==> src/sv/spmr_pkg.sv <==
// Package for the shuffled minimal-standard random generator.
// Holds the request/result types, the sequencer states and the shared constants and helpers.
// No dependencies.
package spmr_pkg;

    // Generator constants: x <- 16807 * x mod (2^31 - 1).
    localparam logic [14:0] MULT      = 15'd16807;
    localparam logic [30:0] MODULUS   = 31'h7FFF_FFFF;
    localparam logic [23:0] FRAC_CAP  = 24'd16777214;
    localparam int          WARMUP_EXTRA = 8;

    // Command codes carried in the request.
    localparam logic CMD_DRAW = 1'b0;
    localparam logic CMD_LOAD = 1'b1;

    // One request: a draw, or a seed load followed by a draw.
    typedef struct packed {
        logic               command;
        logic signed [31:0] seed_value;
    } t_in;

    // One result.
    typedef struct packed {
        logic [30:0] random_value;
        logic [23:0] fraction;
        logic [30:0] new_state;
    } t_out;

    // Sequencer states.
    typedef enum logic [3:0] {
        S_IDLE,
        S_WARM_MUL,
        S_WARM_FOLD,
        S_DRAW_MUL,
        S_DRAW_FOLD,
        S_DIV,
        S_READ,
        S_UPDATE,
        S_FINISH
    } t_state;

    // Reduce a value in 1 .. 2^32-3 modulo 2^31 - 1; a zero residue becomes 1.
    function automatic logic [30:0] bring_into_range(input logic [31:0] v);
        logic [31:0] r;
        r = (v >= {1'b0, MODULUS}) ? (v - {1'b0, MODULUS}) : v;
        return (r == 32'd0) ? 31'd1 : r[30:0];
    endfunction

    // Q0.24 scaling: floor(val * 2^24 / (2^31 - 1)), capped.
    // With hi = val >> 7 and lo = (val mod 128) << 24, the quotient is hi plus
    // one when hi + lo reaches the modulus.
    function automatic logic [23:0] to_fraction(input logic [30:0] val);
        logic [31:0] t;
        logic [24:0] q;
        t = {8'd0, val[30:7]} + {1'b0, val[6:0], 24'd0};
        q = {1'b0, val[30:7]} + {24'd0, (t >= {1'b0, MODULUS})};
        return (q > {1'b0, FRAC_CAP}) ? FRAC_CAP : q[23:0];
    endfunction

endpackage

==> src/sv/spmr_mulmod.sv <==
// Shared modular multiplier: registered product by 16807, then a Mersenne fold.
// The result is valid in the cycle after the operand is presented.
// Depends on spmr_pkg.
module spmr_mulmod (
    input  logic        i_clk,
    input  logic [30:0] i_x,
    output logic [30:0] o_y
);

    logic [45:0] r_prod;
    logic [31:0] fold_sum;

    // Product stage: 31 x 15 bits.
    always_ff @(posedge i_clk) begin
        r_prod <= {15'd0, i_x} * {31'd0, spmr_pkg::MULT};
    end

    // Fold stage: 2^31 is 1 modulo 2^31 - 1, so add the high part to the low part
    // and subtract the modulus once if needed.
    always_comb begin
        fold_sum = {1'b0, r_prod[30:0]} + {17'd0, r_prod[45:31]};
        if (fold_sum >= {1'b0, spmr_pkg::MODULUS}) begin
            fold_sum = fold_sum - {1'b0, spmr_pkg::MODULUS};
        end
        o_y = fold_sum[30:0];
    end

endmodule

==> src/sv/shuffled_park_miller_rng.sv <==
// Top level of the shuffled minimal-standard random generator with its shuffle table.
// Depends on spmr_pkg and spmr_mulmod.
//
//   Channel   Direction   Handshake                   Payload
//   request   in          i_in_valid / o_in_ready     i_in  (spmr_pkg::t_in)
//   result    out         o_out_valid / i_out_ready   o_out (spmr_pkg::t_out)
//
// A plain draw runs from acceptance to the next acceptance through the multiply and fold
// states, the reciprocal slot division, the registered table read, the table update and
// the result hand-off.
// A reseed first runs warm-up steps through the same multiplier; the first request after
// reset always reseeds.
// Reset is synchronous; the shuffle table needs no clearing pass, it is filled before use.
// A result waits in the output register; a stalled output holds the next result in
// the final state and keeps o_in_ready low.
module shuffled_park_miller_rng #(
    parameter int TABLE_SIZE = 32
) (
    input  logic              i_clk,
    input  logic              i_rst_n,
    input  logic              i_in_valid,
    output logic              o_in_ready,
    input  spmr_pkg::t_in     i_in,
    output logic              o_out_valid,
    input  logic              i_out_ready,
    output spmr_pkg::t_out    o_out
);

    localparam int QW = $clog2(TABLE_SIZE);
    localparam int CW = $clog2(TABLE_SIZE + spmr_pkg::WARMUP_EXTRA);
    localparam logic [31:0] SLOT_DIV =
        32'd1 + ({1'b0, spmr_pkg::MODULUS} - 32'd1) / 32'(TABLE_SIZE);
    // Reciprocal for the slot division: floor(n * RECIP / 2^RSH) equals
    // floor(n / SLOT_DIV) for every 31-bit n.
    localparam int          RSH = 31 + $clog2(SLOT_DIV);
    localparam logic [63:0] RECIP_FULL =
        ((64'd1 << RSH) + 64'(SLOT_DIV) - 64'd1) / 64'(SLOT_DIV);
    localparam logic [31:0] RECIP = 32'(RECIP_FULL);

    spmr_pkg::t_state r_state, n_state;
    logic             r_out_valid, n_out_valid;
    spmr_pkg::t_out   r_out, n_out;
    logic [30:0]      r_lcg, n_lcg;
    logic [30:0]      r_last, n_last;
    logic [30:0]      r_x, n_x;
    logic [30:0]      r_val, n_val;
    logic [30:0]      r_rem, n_rem;
    logic [QW-1:0]    r_q, n_q;
    logic [CW-1:0]    r_cnt, n_cnt;

    logic [30:0]      r_table [TABLE_SIZE];
    logic [30:0]      r_rdata;
    logic             tbl_we;
    logic [QW-1:0]    tbl_waddr;
    logic [30:0]      tbl_wdata;

    logic [30:0]      fold_y;
    logic             seed_neg;
    logic             seed_zero;
    logic             reseed;
    logic [31:0]      start_val;
    logic [62:0]      slot_prod;

    // Shared multiply/fold unit, always fed from the working value.
    spmr_mulmod u_mulmod (
        .i_clk (i_clk),
        .i_x   (r_x),
        .o_y   (fold_y)
    );

    assign o_in_ready  = (r_state == spmr_pkg::S_IDLE);
    assign o_out_valid = r_out_valid;
    assign o_out       = r_out;

    // Slot product of the last output and the reciprocal.
    assign slot_prod = {32'd0, r_rem} * {31'd0, RECIP};

    // Request decode: choose between a reseed and a plain draw, and the starting value.
    // The seed only counts for a load; a plain draw starts from the generator state.
    always_comb begin
        seed_neg  = (i_in.command == spmr_pkg::CMD_LOAD) && i_in.seed_value[31];
        seed_zero = (i_in.seed_value == 32'sd0);
        reseed    = ((i_in.command == spmr_pkg::CMD_LOAD) && (seed_neg || seed_zero))
                    || (r_last == 31'd0);
        if (reseed) begin
            start_val = seed_neg ? (32'd0 - i_in.seed_value) : 32'd1;
        end else if (i_in.command == spmr_pkg::CMD_LOAD) begin
            start_val = i_in.seed_value;
        end else begin
            start_val = {1'b0, r_lcg};
        end
    end

    // Sequencer: next state, datapath updates and table write control.
    always_comb begin
        n_state     = r_state;
        n_out_valid = r_out_valid && !i_out_ready;
        n_out       = r_out;
        n_lcg       = r_lcg;
        n_last      = r_last;
        n_x         = r_x;
        n_val       = r_val;
        n_rem       = r_rem;
        n_q         = r_q;
        n_cnt       = r_cnt;
        tbl_we      = 1'b0;
        tbl_waddr   = r_q;
        tbl_wdata   = r_x;
        case (r_state)
            spmr_pkg::S_IDLE: begin
                if (i_in_valid) begin
                    n_x     = spmr_pkg::bring_into_range(start_val);
                    n_cnt   = CW'(TABLE_SIZE + spmr_pkg::WARMUP_EXTRA - 1);
                    n_state = reseed ? spmr_pkg::S_WARM_MUL : spmr_pkg::S_DRAW_MUL;
                end
            end
            spmr_pkg::S_WARM_MUL: begin
                n_state = spmr_pkg::S_WARM_FOLD;
            end
            // Warm-up step; the last TABLE_SIZE steps fill the table from the top down.
            spmr_pkg::S_WARM_FOLD: begin
                n_x = fold_y;
                if (r_cnt < CW'(TABLE_SIZE)) begin
                    tbl_we    = 1'b1;
                    tbl_waddr = r_cnt[QW-1:0];
                    tbl_wdata = fold_y;
                end
                if (r_cnt == '0) begin
                    n_last  = fold_y;
                    n_state = spmr_pkg::S_DRAW_MUL;
                end else begin
                    n_cnt   = r_cnt - CW'(1);
                    n_state = spmr_pkg::S_WARM_MUL;
                end
            end
            spmr_pkg::S_DRAW_MUL: begin
                n_state = spmr_pkg::S_DRAW_FOLD;
            end
            // Advance the state and hold the last output for the slot division.
            spmr_pkg::S_DRAW_FOLD: begin
                n_x     = fold_y;
                n_lcg   = fold_y;
                n_rem   = r_last;
                n_state = spmr_pkg::S_DIV;
            end
            // Slot of the last output by reciprocal multiplication.
            spmr_pkg::S_DIV: begin
                n_q     = QW'(slot_prod >> RSH);
                n_state = spmr_pkg::S_READ;
            end
            spmr_pkg::S_READ: begin
                n_state = spmr_pkg::S_UPDATE;
            end
            // Take the slot's value and refill the slot with the new state.
            spmr_pkg::S_UPDATE: begin
                n_val     = r_rdata;
                n_last    = r_rdata;
                tbl_we    = 1'b1;
                tbl_waddr = r_q;
                tbl_wdata = r_x;
                n_state   = spmr_pkg::S_FINISH;
            end
            spmr_pkg::S_FINISH: begin
                if (!r_out_valid || i_out_ready) begin
                    n_out.random_value = r_val;
                    n_out.fraction     = spmr_pkg::to_fraction(r_val);
                    n_out.new_state    = r_x;
                    n_out_valid        = 1'b1;
                    n_state            = spmr_pkg::S_IDLE;
                end
            end
            default: begin
                n_state = spmr_pkg::S_IDLE;
            end
        endcase
    end

    // Control and generator state registers.
    always_ff @(posedge i_clk) begin
        if (!i_rst_n) begin
            r_state     <= spmr_pkg::S_IDLE;
            r_out_valid <= 1'b0;
            r_lcg       <= 31'd1;
            r_last      <= 31'd0;
        end else begin
            r_state     <= n_state;
            r_out_valid <= n_out_valid;
            r_lcg       <= n_lcg;
            r_last      <= n_last;
        end
    end

    // Datapath registers.
    always_ff @(posedge i_clk) begin
        r_out <= n_out;
        r_x   <= n_x;
        r_val <= n_val;
        r_rem <= n_rem;
        r_q   <= n_q;
        r_cnt <= n_cnt;
    end

    // Shuffle table: one write port, one registered read port at the slot.
    always_ff @(posedge i_clk) begin
        if (tbl_we) begin
            r_table[tbl_waddr] <= tbl_wdata;
        end
    end

    always_ff @(posedge i_clk) begin
        r_rdata <= r_table[r_q];
    end

`ifndef SYNTHESIS
    // The slot found by the division always lies inside the table.
    assert property (@(posedge i_clk) disable iff (!i_rst_n)
        (r_state == spmr_pkg::S_READ) |-> (32'(r_q) < 32'(TABLE_SIZE)))
        else $error("slot index beyond table");

    // An accepted request starts either the warm-up or a plain draw.
    assert property (@(posedge i_clk) disable iff (!i_rst_n)
        (i_in_valid && o_in_ready) |=>
        (r_state == spmr_pkg::S_WARM_MUL || r_state == spmr_pkg::S_DRAW_MUL))
        else $error("bad state after request");

    // The generator state never sticks at zero or reaches the modulus.
    assert property (@(posedge i_clk) disable iff (!i_rst_n)
        (r_lcg != 31'd0) && (r_lcg != spmr_pkg::MODULUS))
        else $error("generator state out of range");

    // A draw never starts with an empty table.
    assert property (@(posedge i_clk) disable iff (!i_rst_n)
        (r_state == spmr_pkg::S_DRAW_MUL) |-> (r_last != 31'd0))
        else $error("draw with empty table");

    // A delivered result agrees with the stored state and last output.
    assert property (@(posedge i_clk) disable iff (!i_rst_n)
        (r_state == spmr_pkg::S_FINISH && (!r_out_valid || i_out_ready)) |=>
        (o_out.new_state == r_lcg && o_out.random_value == r_last))
        else $error("result disagrees with generator state");
`endif

endmodule

==> config.mk <==
export PLATFORM = sky130hd
export DESIGN_NAME = shuffled_park_miller_rng
export DESIGN_NICKNAME = d
export VERILOG_FILES = /design/src/sv/spmr_pkg.sv /design/src/sv/spmr_mulmod.sv /design/src/sv/shuffled_park_miller_rng.sv
export SDC_FILE = /design/constraint.sdc
export NUM_CORES = 2
export LEC_CHECK = 0
export ABC_CLOCK_PERIOD_IN_PS = 8460
export BUFFER_PORTS_ARGS = -buffer_cell sky130_fd_sc_hd__buf_4
export CAP_MARGIN = 30
export CORE_UTILIZATION = 50
export CTS_CLUSTER_DIAMETER = 100
export DETAILED_ROUTE_END_ITERATION = 6
export GPL_TIMING_DRIVEN = 0
export PLACE_DENSITY = 0.62
export SLEW_MARGIN = 20
export SYNTH_ARGS = -nofsm -noshare
export SYNTH_HDL_FRONTEND = slang
export SYNTH_SLANG_ARGS = --single-unit
==> constraint.sdc <==
create_clock -name i_clk -period 8.46 [get_ports i_clk]
set_clock_uncertainty 0.2 [all_clocks]
set_input_delay 2.538 -clock i_clk [delete_from_list [all_inputs] [get_ports i_clk]]
set_output_delay 2.538 -clock i_clk [all_outputs]
set_load 0.05 [all_outputs]
# Word-level counts from Yosys, hierarchy flattened
# Memory sizes are Yosys's and may differ from the RTL's. A register that Yosys moved wholly into a read port is not among the register bits.
# Index checks and enable logic that the tools add are counted.
# word_totals
ff_bits	303
ram_bits	992
input_bits	37
n_memories	1
# classes
add_sub_neg	7
n_mul	1
magnitude_cmp	5
n_eq_ne	12
n_mux	28
reduce_logical	22
# mem_list
memory	words	width	read_ports	rd_ports_with_merged_regs	wr	line	text
r_table	32	31	1	1	1	shuffled_park_miller_rng.sv:51	logic [30:0] r_table [TABLE_SIZE];
# ops
cell	n
two-way mux 31 bit	6
two-way mux 32 bit	4
one-hot mux 31 bit (2 select lines)	2
greater-or-equal comparator 32 x 31 -> 1 bit, second input constant	3
logical NOT 32 bit	2
multiplier 31 x 15 -> 46 bit, second input constant	1
one-hot mux 4 bit (9 select lines)	1
adder 24 x 31 -> 32 bit	1
adder 31 x 15 -> 32 bit	1
subtractor 1 x 32 -> 32 bit, first input constant	1
subtractor 32 x 31 -> 32 bit, second input constant	1
logical NOT 31 bit	1
subtractor 31 bit, second input constant	1
adder 24 x 1 -> 25 bit	1
> comparator 25 x 24 -> 1 bit, second input constant	1
equality test 4 x 3 -> 1 bit, second input constant	4
two-way mux 6 bit	2
one-hot mux 6 bit (2 select lines)	1
two-way mux 5 bit	2
equality test 4 x 2 -> 1 bit, second input constant	2
two-way mux 4 bit	2
inequality test 2 bit, second input constant	4
AND reduction 2 bit	4
logical NOT 6 bit	1
14 further kinds	26

# Depth between registers and ports, before layout
# logic_depth
ltp_word	11
ltp_mapped	25

# Hierarchy
# Synthesis repeated with hierarchy kept, for this count alone.
# hier_totals
hier_cells	3743
hier_area_um2	60169.0
# modules_own_cells
module	instances	cells_per_inst	area_per_inst_um2	seq_area_each_um2
shuffled_park_miller_rng	1	2577	49744.0	36675.2
spmr_mulmod	1	1166	10425.0	920.9

# Worst setup path before layout
# No wires, ideal clock.
# synth_path
path_kind	input to register
startpoint	input port i_out_ready
endpoint	register r_out, in the netlist o_out[0] (enable)
setup_time_ns	0.531
t_arrival_ns	6.181
setup_slack_ns	1.548
stages	2
path_buffers	0
cell_sequence	nor2b_1 -> nor2_1
# synth_via
elab_chain_len	2
# synth_lines
item	line	text
from (decl)	shuffled_park_miller_rng.sv:25	input logic i_out_ready,
logical OR 1 bit	shuffled_park_miller_rng.sv:164	if (!r_out_valid || i_out_ready) begin
AND reduction 2 bit (no source line)	n/a	
to (signal assigned)	shuffled_park_miller_rng.sv:195	r_out <= n_out;
to (decl)	shuffled_park_miller_rng.sv:42	spmr_pkg::t_out r_out, n_out;
# No other way between the ends.
# A chain may end at the register's enable or synchronous reset.

# Worst setup path after layout
# layout_path
startpoint	register r_x[8]
endpoint	register u_mulmod.r_prod[38]
# layout_via
elab_chain_len	1
# layout_lines
item	line	text
from (decl)	shuffled_park_miller_rng.sv:45	logic [30:0] r_x, n_x;
from (signal assigned)	shuffled_park_miller_rng.sv:196	r_x <= n_x;
multiplier 31 x 15 -> 46 bit	spmr_mulmod.sv:15	r_prod <= {15'd0, i_x} * {31'd0, spmr_pkg::MULT};
to (signal assigned)	spmr_mulmod.sv:15	
to (decl)	spmr_mulmod.sv:10	logic [45:0] r_prod;
# No other way between the ends.

==> impl_results.md <==
* Outcome: complete, no violations
* Routed Antenna Nets at 0
* Initial DRC count at approximately 3.6k
* Post-Layout Cell Count at 5,874
* Vias per std cell at approximately 6.0
* Asr flop ratio synth at 0%
* Cts bufs inserted at around 140
* PortBufs at 113
* Dpl cells at between 5k and 6k
* GR met1 Demand/Resource at between 30% and 40%
* CTS Hold Bufs at 0
* Pins over their slew limit at 0
* Leakage at around 25 nW
* Initial antenna violation count at 9
* Placed Area at around 0.066 mm2
* Die Span Y at between 300 and 400 um
* Internal power at 13.9 mW
* Routed length per instance at between 20 and 30 um
* Crit path max fanout at 6
* Seq cells post-synth at approximately 1.3k
* Initial Utilization at between 50% and 60%
* Fillers at just under 9k
* Commonest non-fill, non-tap cell in the layout: edfxtp_1
* Vias in the first global route at roughly 35k
* Design Power at roughly 22 mW
* Largest net degree at the start of global routing at 33
* Post-synth top flop: edfxtp_1
* TritonCTS clock tree: yes
* Drt first pass iters at 6
* Final setup margin at roughly 0.54 ns
* Seq pwr share at between 30% and 40%
* Cell area power density at about 310 mW/mm2
* Setup TNS at 0 ns
* Grt ovf at 0
* I/O Pins at 125
* Dpl ws at roughly 0.12 ns
* Nets at around 4.5k
* Clock Path Buffers at 3
* Worst min-delay path class: register to register
* Final min period at between 7 and 8 ns
* Worst VDD drop at ~0.28 mV
* Least-Margin Pin Slew at roughly 1.1 ns
* Synthesized area at 0.0599 mm2
* Final Hold Fails at 0
* Die area at between 0.1 and 0.15 mm2
* Syn Inst Count at between 3k and 4k
* Post-Syn Nets at around 4.2k
* Hpwl dp at ~120,000 um
* Num rows at around 130
* Routed WL at around 160,000 um
* Final Util at roughly three fifths
* Required @ worst endpoint at a little under 9 ns
* Critical path's most frequent cell: inv_1
* Fraction of layout cells with a size suffix above 1 at 21.5%
* GRT Total Usage at about 28%
* CP endpoint kind: register
* CP Buf/Inv Count at 6
* Library cells used by synthesis at between 80 and 90
* Switching share of total power at between 30% and 40%
* Hold WS at between 0.2 and 0.3 ns
* Max-cap violations at 0
* DR vias at 35.2k
* Max_slew headroom at approximately 28%
* Reg clk slew, reported paths at 0.06 ns
* Final setup viols at 0
* RSZ-0062 raised after global routing: no
* CTS H-tree depth at 4
* Sinks on Clock Net at 1,300
* CTS Root Cell: clkbuf_16
* Critical path class: register to register
* Final critical-path share of the clock period at 93.7%
* Crit-path max cell delay at between 0.5 and 0.6 ns
* Core area at ~0.12 mm2
* Clk_lat worst skew at between 0.7 and 0.8 ns
* Met2 usage at between 40 and 50%
* Sw power at roughly 7.9 mW
* Most frequent cells in the layout: edfxtp_1 (1,156), inv_1 (317), mux4_2 (310), nand2_1 (216), ha_1 (209)
* FMAX at about 130 MHz
* First-pass GRT wire length at about 240,000 um
* Seq/Total Area, Yosys at ~63%
* Yosys warns at 0
* Post-synth EDFFs at approximately 1.2k
* Die Wd at ~350 um
* Family with the most delay on the worst path: adder cells
* Comb pwr share at 38.4%
* Worst path arrival time at approximately 8.3 ns
* Final Cell Area at slightly above 0.07 mm2
* Global route hottest layer: met2
* # DRC at 0
* Clock share of power at between 20% and 30%
* Mean post-synth cell area at 15.8 um2
* Area growth, synth to finish at 17.8%
* Global-route met3 utilization at 4.48%
* Routability Congestion at roughly 0.94
* CP startpoint kind: register
* Crit path max-delay cell type: edfxtp_1
## layer usage
metal | up-vias | part of all wire (%)
met2 | 1434 | 50
met4 | 0 | 4.6
met3 | 326 | 6.6
met1 | 18100 | 39
li1 | 15300 | -
met5 | - | 0
## synthesized netlist by cell type, types with 5 or more instances
cell,instances,area [um2]
o22ai_1,5,31.3
o2111ai_1,9,78.8
or3_1,9,56.3
a31oi_1,22,138
fa_1,134,2680
nand3_1,62,310
o21a_1,16,120
ha_1,209,2620
a211oi_1,19,143
buf_1,27,101
nand2_1,216,811
and2_1,32,200
buf_2,13,65.1
o211ai_1,23,173
edfxtp_1,1156,34700
mux2_2,36,405
nor3b_1,8,60.1
nor2_1,152,571
a21o_1,32,240
a221oi_1,9,78.8
nor2b_1,15,93.8
buf_6,5,56.3
nand2b_1,24,150
nor3_1,46,230
dfxtp_1,144,2880
or4_1,6,45.0
and4_1,8,70.1
or2_2,9,56.3
inv_1,317,1190
o21ai_1,6,30.0
a21boi_0,14,105
xnor2_1,69,604
xor2_1,41,359
o21bai_1,9,67.6
and3_1,29,181
a21oi_1,90,450
a22oi_1,26,195
mux2i_1,8,80.1
mux4_2,310,6980
a211o_1,7,61.3
clkbuf_1,116,435
nor4_1,21,131
nand4_1,33,206
o21ai_0,155,776
## state kept, by name, summed over array words and instances (netlist names)
| signal | cells |
|---|---|
| o_out | 86 |
| o_out_valid | 1 |
| r_cnt | 6 |
| r_last | 31 |
| r_lcg | 31 |
| r_q | 5 |
| r_rdata | 31 |
| r_rem | 5 |
| r_state | 4 |
| r_table | 992 |
| r_val | 31 |
| r_x | 31 |
| u_mulmod.r_prod | 46 |
## layout make-up
type / count / area, um2 / area share [%]
antenna: 1 / 2.50 / 0.00355
buffer: 162 / 678 / 0.961
clock buffer: 175 / 3730 / 5.28
clock inverter: 72 / 711 / 1.01
inverter: 317 / 1190 / 1.69
multi-input combinational: 2002 / 21000 / 29.8
sequential: 1300 / 37600 / 53.3
tap: 1600 / 2000 / 2.84
timing repair buffer: 245 / 3620 / 5.12
## worst reg2reg max path: stages (launching register included)
cell,delay (ns)
edfxtp_1,0.59
inv_1,0.31
fa_1,0.59
inv_1,0.04
ha_1,0.27
inv_1,0.05
fa_1,0.49
inv_1,0.04
ha_1,0.31
fa_1,0.54
inv_1,0.06
fa_1,0.53
inv_1,0.04
ha_1,0.35
a211o_1,0.30
a21oi_1,0.23
o21ai_0,0.22
o21ai_1,0.28
a31oi_1,0.22
a31oi_1,0.37
o21ai_0,0.24
a221o_1,0.42
a311oi_2,0.42
o21bai_1,0.11
a21oi_1,0.18
xnor2_1,0.34
## timing repair
| action | 4_1_cts | 5_1_grt |
|---|---|---|
| endpoints found under the setup margin | 0 | 3 |
| gates resized for setup | 0 | 3 |
| setup buffers | 0 | 2 |
## power by group through the flow
stage | Clock, mW | Combinational (mW) | Sequential, mW
4_1_cts | 6.03 | 8.39 | 7.52
3_3_place_gp | 0 | 8.06 | 7.69
5_1_grt | 6.28 | 9.48 | 7.52
6_report | 5.93 | 8.40 | 7.52
2_1_floorplan | 0 | 5.91 | 7.54
3_5_place_dp | 0 | 8.26 | 7.65
## final timing paths
check | from | endpoint | slack [ns] | depth (start not counted)
worst min-delay path | r_rem[28] | r_q[2] | 0.25 | 0
worst min register to register | r_rem[28] | r_q[2] | 0.25 | 0
worst max register to register | r_x[8] | u_mulmod.r_prod[38] | 0.54 | 25
worst max-delay path | r_x[8] | u_mulmod.r_prod[38] | 0.54 | 25
## cell families after synthesis
| logic type | count (synthesis) | share of synthesized area [%] |
|---|---|---|
| AND/OR/NAND/NOR | 696 | 5.79 |
| flip-flops | 1300 | 62.8 |
| multiplexers | 354 | 12.5 |
| AO/OA/AOI/OAI | 499 | 5.42 |
| XOR/XNOR | 110 | 1.61 |
| adder cells (fa/ha/maj) | 343 | 8.85 |
| buffers and inverters | 479 | 3.10 |
(Power assumes the default switching activity.)
